File: config.mk
export PLATFORM = sky130hd
export DESIGN_NAME = msi_ram
export DESIGN_NICKNAME = d
export VERILOG_FILES = /design/src/rtl/msi_ram.sv
export SDC_FILE = /design/constraint.sdc
export NUM_CORES = 1
export LEC_CHECK = 0
export ABC_AREA = 1
export BUFFER_PORTS_ARGS = -buffer_cell sky130_fd_sc_hd__buf_2
export CAP_MARGIN = 15
export CORE_ASPECT_RATIO = 0.75
export CORE_MARGIN = 3
export CORE_UTILIZATION = 45
export CTS_CLUSTER_SIZE = 25
export DETAILED_ROUTE_END_ITERATION = 8
export SYNTH_ARGS = -nofsm -noshare
export SYNTH_HDL_FRONTEND = slang
export SYNTH_SLANG_ARGS = --single-unit
File: constraint.sdc
create_clock -name clk -period 1.5 [get_ports clk]
set_input_delay 0.225 -clock clk [delete_from_list [all_inputs] [get_ports clk]]
set_output_delay 0.225 -clock clk [all_outputs]
set_load 0.02 [all_outputs]
File: src/rtl/msi_ram.sv
// ---------------------------------------------------------------------------
// MSI generic RAM
// One write port, one read port, registered read data.
// ---------------------------------------------------------------------------
module msi_ram #(
  parameter int WIDTH = 16,
  parameter int DEPTH = 16
) (
  input  logic                                     clk,
  input  logic                                     we,
  input  logic [((DEPTH > 1) ? $clog2(DEPTH) : 1)-1:0] waddr,
  input  logic [WIDTH-1:0]                         wdata,
  input  logic [((DEPTH > 1) ? $clog2(DEPTH) : 1)-1:0] raddr,
  output logic [WIDTH-1:0]                         rdata
);

  logic [WIDTH-1:0] mem [DEPTH];

  always_ff @(posedge clk) begin
    if (we) begin
      mem[waddr] <= wdata;
    end
    rdata <= mem[raddr];
  end

endmodule

==> summary.txt, run 1 <==
Clock network
  – Post-cts sizing count: 0
  – Clk buf depth: 3
  – Clock sink total: 272
  – Total setup buffers inserted after CTS: 0
  – Clock-pin slew on the worst setup and hold paths: 0.06 ns
  – H-tree Lvls: 1
  – CTS tree: yes
  – Cts bufs inserted: 27
  – Hold Buf Count CTS: 0
  – Root Buffer: clkbuf_16
  – Clk_lat worst skew: 0.54 ns

Detailed routing
  – Routed len/inst: 18.2 um
  – WL final: 27100 um
  – Met3 WL post-DR: 1760 um
  – Met2 wire length: 12200 um
  – DRT antenna net count: 0
  – Vias per Instance: 4.99
  – Via count: 7438
  – DRT Pass-1 Iters: 5
  – Post-route DRC: 0
  – First-iteration detailed-routing DRC count: 678
  – Metal-1 WL: 12400 um
  – Top Metal Used: met4

Run
  – Max-Cap Viols: 0

Final layout
  – Fin cells: 1490
  – Antenna Cells: 0
  – Leading cell type in the layout, fill and taps excluded: nand2_1
  – Ratio of cells with drive above 1 in the final layout: 13.1%
  – Final instance area: 0.0133 sq mm
  – Commonest cells after routing, fill and taps aside: nand2_1, edfxtp_1, inv_1
  – Fin util: 54.6%
  – Layout Nets: 1164
  – Area growth syn-to-layout: 17.0%

Global route
  – Grt total ovfl: 0
  – Vias in the first global route: 7146
  – Largest net degree at the start of global routing: 49
  – First-pass GRT wire length: 42000 um
  – Global Route Usage Sum: 20.2%
  – Initial antenna violation count: 0

Power
  – Leakage power: 5.72 nW
  – Total power per unit cell area: 1270 mW/mm^2
  – Comb pwr share: 6.7%
  – Sw Ratio: 21.7%
  – Reg power frac: 50.5%
  – Sw power: 3.67 mW
  – Internal power: 13.2 mW
  – VDD IR max: 1.25 mV
  – Clk pwr share: 42.8%

Logic synthesis
  – #FFs+latches synth: 272
  – Post-synthesis average cell area: 10.6 sq um
  – Count of cell types in the netlist: 13
  – Synth Instances: 1074
  – Synth Net Count: 1100
  – Synth warn: 0
  – Sequential share of the synthesized area: 70.4%
  – Synthesized area: 0.0114 sq mm

STA
  – Setup Viol. Count Final: 0
  – Fin. max-slew vios: 0
  – Final Hold Viols: 0
  – Worst hold margin: 0.0706 ns
  – Max Clock Freq: 756 MHz
  – Final Cycle Share: 88.2%
  – Slew margin rel.: 74.1%
  – RSZ-0062 raised after global routing: false
  – Min cycle time layout: 1.32 ns
  – Setup Skew: 0.0126 ns
  – Worst Max-Slew Pin Slew: 0.389 ns
  – TNS Setup: 0 ns

Critical path
  – WP data arrival: 1.10 ns
  – Ordered cell list for the critical path: buf_2
  – Crit path buffers/inverters: 1
  – Delay-heaviest family, CP: flip-flops
  – Worst path max stage delay: 0.38 ns
  – R2r worst-path depth: 6
  – Crit end category: output pin
  – CP Class: reg -> out
  – Critical path fanouts, max: 1
  – Slowest CP cell: dfxtp_1
  – Worst path depth: 1
  – WP data required: 1.27 ns
  – Startpoint types: register

Worst hold path
  – HP Class: in -> reg
  – WHS Path Cells: 1

Placement
  – HPWL Detailed: 16800 um
  – DP Cell Count: 1440
  – GP Congestion: 0.825
  – Placed cell area: 0.0124 sq mm
  – Port-buffer cells: 41

Floorplan
  – Die H: 144 um
  – Die X: 190 um
  – Total I/O pin count: 42
  – Core area: 0.0244 sq mm
  – Die ar.: 0.0273 sq mm
  – Initial core utilization: 46.6%
  – Core Rows: 49

Run status
  – Status: complete, no violations
-- path summary, 6_finish.rpt --
check | from | endpoint | slack, ns
max | rdata[7] | rdata[7] | 0.18
min | wdata[8] | mem[5][8] | 0.07
max reg2reg | mem[12][15] | rdata[15] | 0.52
min reg2reg | mem[10][6] | rdata[6] | 0.66
-- power groups by stage --
stage               sequential, mW  combinational (mW)  clock (mW)
finish                        8.55                1.13        7.23
global route                  8.56                1.25        7.71
CTS                           8.55                1.14        7.38
detailed placement            8.71                1.14           0
global placement              8.71                1.13           0
floorplan                     8.76               0.574           0
-- cell families (layout without fill, tap and decap cells) --
logic type	after synthesis	after routing	share of synthesized area [%]
simple gates	553	553	20.4
flops	272	272	70.4
buf+inv	249	334	9.21
-- cells in the mapped netlist --
cell type	n	share of area [%]
clkbuf_1	10	0.33
nor2_1	17	0.56
buf_1	1	0.033
buf_6	3	0.30
nand2_1	341	11
inv_1	196	6.5
buf_2	19	0.84
inv_2	2	0.066
nand3_1	193	8.5
nand3b_1	2	0.13
edfxtp_1	256	68
dfxtp_1	16	2.8
buf_4	18	1.2
-- flip-flops by register name, indices dropped and copies added, names as in the netlist --
signal,count
mem,256
rdata,16
-- stage by stage --
step	total power, mW	setup slack (ns)
after global placement	9.84	0.158
after detailed placement	9.85	0.156
final	16.9	0.177
after floorplan	9.33	-0.0246
after global routing	17.5	0.126
after CTS	17.1	0.118
-- final cells by class --
class                      count  area, sq um
clock inverter                16          211
clock buffer                  34          752
multi-input combinational    553         2360
fill                        2136        11100
timing repair buffer          86          821
tap                          331          414
sequential                   272         8010
inverter                     198          746
-- metal layers --
metal  track usage (%)  vias to the layer above
li1                  -                     3590
met1              28.8                     3544
met2              32.2                      255
met3              3.56                       49
met4              6.07                        0
met5                 0                        -
(Power assumes the default switching activity.)
==> inputs of run 2 (changes only) <==
--- a/config.mk
+++ b/config.mk
@@ -6,7 +6,7 @@
 export NUM_CORES = 1
 export LEC_CHECK = 0
 export ABC_AREA = 1
-export BUFFER_PORTS_ARGS = -buffer_cell sky130_fd_sc_hd__buf_2
+export BUFFER_PORTS_ARGS = -buffer_cell sky130_fd_sc_hd__clkbuf_2
 export CAP_MARGIN = 15
 export CORE_ASPECT_RATIO = 0.75
 export CORE_MARGIN = 3
==> run 2 against run 1 <==
Effect of this change:
- non-clock buffer count decreased by 5
- final area is 0.34% lower
- sequential cell count did not move
- count of clock-buffer cells in the layout down 2
- via count fell by 3.1%
- total power decreased by 1.9%
- utilization fell by 0.18 points
- wire length is 1.8% lower
- cell count shrank 0.34%
- sequential power about the same
- register-to-register slack worse by 0.06 ns
- first-iteration DRC count fell by 6.8%
- critical endpoint is now rdata[10]
- highest routed layer unchanged
==> summary.txt, run 2 (same netlist as run 1, synthesis figures left out) <==
Run status
  – Status: complete, no violations

Clock network
  – Clock sink total: 272
  – H-tree Lvls: 1
  – CTS tree: yes
  – Root Buffer: clkbuf_16
  – Total setup buffers inserted after CTS: 0
  – Clock-pin slew on the worst setup and hold paths: 0.06 ns
  – Hold Buf Count CTS: 0
  – Cts bufs inserted: 27
  – Clk buf depth: 3
  – Clk_lat worst skew: 0.55 ns
  – Post-cts sizing count: 0

Critical path
  – Critical path fanouts, max: 1
  – Delay-heaviest family, CP: flip-flops
  – Crit end category: output pin
  – WP data required: 1.27 ns
  – CP Class: reg -> out
  – Worst path max stage delay: 0.36 ns
  – Worst R2R Setup Slack: 0.46 ns
  – R2r worst-path depth: 6
  – WP data arrival: 1.09 ns
  – Ordered cell list for the critical path: clkbuf_2
  – Startpoint types: register
  – Worst reg2reg path startpoint: mem[1][3]
  – Slowest CP cell: dfxtp_1
  – Crit path buffers/inverters: 1
  – Crit Reg-Reg Endpoint: rdata[3]

STA
  – Max Clock Freq: 762 MHz
  – Worst hold margin: 0.0912 ns
  – Min cycle time layout: 1.31 ns
  – Setup Viol. Count Final: 0
  – Worst Max-Slew Pin Slew: 0.425 ns
  – Slew margin rel.: 71.7%
  – Setup Skew: 0.0226 ns
  – Final Hold Viols: 0
  – Fin. max-slew vios: 0
  – RSZ-0062 raised after global routing: false
  – Final Cycle Share: 87.5%

Detailed routing
  – WL final: 26600 um
  – DRT antenna net count: 0
  – Via count: 7207
  – DRT Pass-1 Iters: 6
  – First-iteration detailed-routing DRC count: 632
  – Post-route DRC: 0
  – Vias per Instance: 4.85
  – Routed len/inst: 17.9 um

Global route
  – Grt total ovfl: 0
  – Vias in the first global route: 6894
  – Initial antenna violation count: 0
  – Global Route Usage Sum: 19.8%
  – First-pass GRT wire length: 41200 um
  – Largest net degree at the start of global routing: 67

Power
  – Total power: 16.6 mW
  – Leakage power: 5.68 nW
  – VDD IR max: 1.13 mV
  – Total power per unit cell area: 1250 mW/mm^2

Placement
  – Port-buffer cells: 41
  – HPWL Detailed: 15900 um
  – GP Congestion: 0.812

Final layout
  – Area growth syn-to-layout: 16.6%
  – Leading cell type in the layout, fill and taps excluded: nand2_1
  – Top Registers: mem x256, rdata x16
  – Fill cells: 2169
  – Layout Nets: 1159
  – Most flops, register: mem
  – Ratio of cells with drive above 1 in the final layout: 12.8%
  – Max FFs per register: 256
  – Commonest cells after routing, fill and taps aside: nand2_1, edfxtp_1, inv_1
  – Antenna Cells: 0

Floorplan
  – Initial core utilization: 46.6%
  – Die X: 190 um
  – Die H: 144 um
  – Core area: 0.0244 sq mm
  – Total I/O pin count: 42
  – Core Rows: 49
  – Die ar.: 0.0273 sq mm

Worst hold path
  – Hold Path End: mem[4][6]
  – Hold Path Origin: wdata[6]
  – WHS Path Cells: 1
  – HP Class: in -> reg

Run
  – Max-Cap Viols: 0
[run 2: layout make-up]
type / instances / area [sq um] / share of cell area, %
clock buffers: 32 / 734 / 5.53
flip-flops and latches: 272 / 8010 / 60.3
inverters: 198 / 746 / 5.62
clock inverters: 18 / 184 / 1.39
multi-input cells: 553 / 2360 / 17.8
repair buffers: 81 / 821 / 6.18
well taps: 331 / 414 / 3.12
[run 2: per-stage QoR]
stage	instances	utilization [%]	TNS (ns)	area, sq um	setup slack (ns)
global route	1485	54.4	0	13300	0.145
global placement	1435	50.6	0	12400	0.133
detailed placement	1435	50.6	0	12400	0.129
floorplan	1074	-	-3.15	11400	-0.0246
finish	1485	54.4	0	13300	0.188
CTS	1485	54.4	0	13300	0.161
[run 2: where the power goes]
group	switching, mW	internal, mW
combinational	0.770	0.344
clock	2.90	4.03
sequential	0.0516	8.49
[run 2: worst reg2reg max path, cell delays in order, from the launching register on]
cell,delay [ns]
edfxtp_1,0.36
inv_1,0.06
nand2_1,0.04
nand3_1,0.13
nand3_1,0.11
nand3_1,0.16
nand2_1,0.07
[run 2: worst max-delay path by stage]
stage,start,to,slack [ns],cells after the start
CTS,rdata[7],rdata[7],0.16,1
finish,rdata[10],rdata[10],0.19,1
global route,rdata[13],rdata[13],0.14,1
detailed placement,waddr[0],mem[12][1],0.13,5
floorplan,waddr[2],mem[10][0],-0.02,2
global placement,raddr[0],rdata[3],0.13,7
[run 2: routing by layer]
metal,GRT usage (%),part of all wire [%]
met1,29.6,49
met2,30.7,44
met3,2.95,4.5
met4,5.13,2.4
met5,0,0
==> inputs of run 3 (changes only) <==
--- a/config.mk
+++ b/config.mk
@@ -13,6 +13,8 @@
 export CORE_UTILIZATION = 45
 export CTS_CLUSTER_SIZE = 25
 export DETAILED_ROUTE_END_ITERATION = 8
+export HOLD_SLACK_MARGIN = 0.15
+export RECOVER_POWER = 50
 export SYNTH_ARGS = -nofsm -noshare
 export SYNTH_HDL_FRONTEND = slang
 export SYNTH_SLANG_ARGS = --single-unit
==> run 3 against run 2 <==
Effect of this change:
- global-route usage hardly changed
- sequential share of layout area up 0.48 points
- first-iteration DRC count shrank 0.16%
- non-clock buffer count rose by 7
- worst setup slack got worse by 0.010 ns
- highest routed layer unchanged
==> summary.txt, run 3 (same netlist as run 1, synthesis figures left out) <==
Final layout
  – Antenna Cells: 0
  – Max FFs per register: 256
  – Area growth syn-to-layout: 15.7%
  – Fin util: 54.0%
  – Most flops, register: mem
  – Reg area: 0.00801 sq mm
  – Fill cells: 2203
  – Commonest cells after routing, fill and taps aside: nand2_1, edfxtp_1, inv_1
  – Layout Nets: 1166
  – Ratio of cells with drive above 1 in the final layout: 9.39%
  – Leading cell type in the layout, fill and taps excluded: nand2_1
  – Area of the multi-input gates: 0.00233 sq mm
  – Top Registers: mem x256, rdata x16

Critical path
  – Critical path fanouts, max: 16
  – Crit end category: register
  – Slowest CP cell: dlymetal6s4s_1
  – CP Class: in -> reg
  – Ordered cell list for the critical path: clkbuf_2 > nand3b_1 > nor2_1 > dlymetal6s4s_1
  – Delay-heaviest family, CP: buffers and inverters
  – Crit path buffers/inverters: 2
  – WP data arrival: 1.48 ns
  – Worst path max stage delay: 0.72 ns
  – Startpoint types: input pin
  – WP data required: 1.66 ns

Global route
  – Grt total ovfl: 0
  – Largest net degree at the start of global routing: 67
  – First-pass GRT wire length: 41300 um
  – Initial antenna violation count: 0
  – Vias in the first global route: 6945
  – Global Route Usage Sum: 19.8%

Detailed routing
  – Post-route DRC: 0
  – WL final: 26700 um
  – First-iteration detailed-routing DRC count: 631
  – DRT Pass-1 Iters: 5
  – Via count: 7275
  – Routed len/inst: 17.9 um
  – DRT antenna net count: 0
  – Vias per Instance: 4.88

Floorplan
  – Die H: 144 um
  – Core area: 0.0244 sq mm
  – Die X: 190 um
  – Initial core utilization: 46.6%
  – Core Rows: 49
  – Die ar.: 0.0273 sq mm
  – Total I/O pin count: 42

STA
  – TNS Setup: 0 ns
  – Final Hold Viols: 0
  – Max Clock Freq: 756 MHz
  – RSZ-0062 raised after global routing: false
  – Final Cycle Share: 88.2%
  – Slew margin rel.: 34.1%
  – Setup Skew: 0.0242 ns
  – Worst Max-Slew Pin Slew: 0.989 ns
  – Min cycle time layout: 1.32 ns
  – Setup Viol. Count Final: 0
  – Fin. max-slew vios: 0

Placement
  – Port-buffer cells: 41
  – GP Congestion: 0.812
  – HPWL Detailed: 15900 um

Clock network
  – CTS tree: yes
  – Clk buf depth: 3
  – H-tree Lvls: 1
  – Clock sink total: 272
  – Post-cts sizing count: 0
  – Clock-pin slew on the worst setup and hold paths: 0.06 ns
  – Root Buffer: clkbuf_16
  – Clk_lat worst skew: 0.55 ns
  – Total setup buffers inserted after CTS: 0
  – Cts bufs inserted: 27

Power
  – VDD IR max: 1.14 mV
  – Leakage power: 5.69 nW
  – Total power: 16.6 mW
  – Total power per unit cell area: 1260 mW/mm^2

Run
  – Max-Cap Viols: 0

Worst hold path
  – HP Class: in -> reg

Run status
  – Status: complete, no violations
run 3: tightest hold or removal path, stage by stage:
cell	delay [ns]
clkbuf_2	0.10
buf_4	0.23
nand3_1	0.12
nand2_1	0.04
run 3: report_power, final:
part | internal, mW | switching, mW | leakage (nW)
Combinational | 0.337 | 0.765 | 2.79
Clock | 4.03 | 2.91 | 0.453
Sequential | 8.49 | 0.0505 | 2.45
run 3: metrics by stage:
| stage | instances | setup WS, ns | hold WS, ns | area, sq um |
|---|---|---|---|---|
| 3_5_place_dp | 1435 | 0.129 | 0.640 | 12400 |
| 6_report | 1492 | 0.178 | 0.210 | 13200 |
| 2_1_floorplan | 1074 | -0.0246 | 0.324 | 11400 |
| 5_1_grt | 1492 | 0.113 | 0.216 | 13200 |
| 4_1_cts | 1492 | 0.161 | 0.150 | 13300 |
| 3_3_place_gp | 1435 | 0.133 | 0.643 | 12400 |
run 3: worst paths after layout:
| kind | start | to | slack (ns) | cells after the start |
|---|---|---|---|---|
| setup / recovery | waddr[3] | mem[7][1] | 0.18 | 4 |
| setup reg to reg | mem[1][3] | rdata[3] | 0.46 | 6 |
| hold reg to reg | mem[10][7] | rdata[7] | 0.67 | 6 |
| hold / removal | raddr[3] | rdata[13] | 0.21 | 4 |
run 3: repair_timing:
item / in CTS / in global routing
endpoints found under the setup margin: 0 / 0
hold buffers: 7 / 0
endpoints found under the hold margin: 98 / 0
run 3: cell type report:
type	count	area share (%)
Sequential cell	272	60.8
Clock inverter	18	1.40
Multi-Input combinational cell	553	17.7
Clock buffer	32	5.58
Timing Repair Buffer	88	5.66
Inverter	198	5.66
Tap cell	331	3.15
run 3: routing by layer:
metal / global-route usage (%) / part of all wire [%]
met1: 29.6 / 49
met2: 30.8 / 44
met3: 2.95 / 5.1
met4: 5.17 / 2.4
met5: 0 / 0
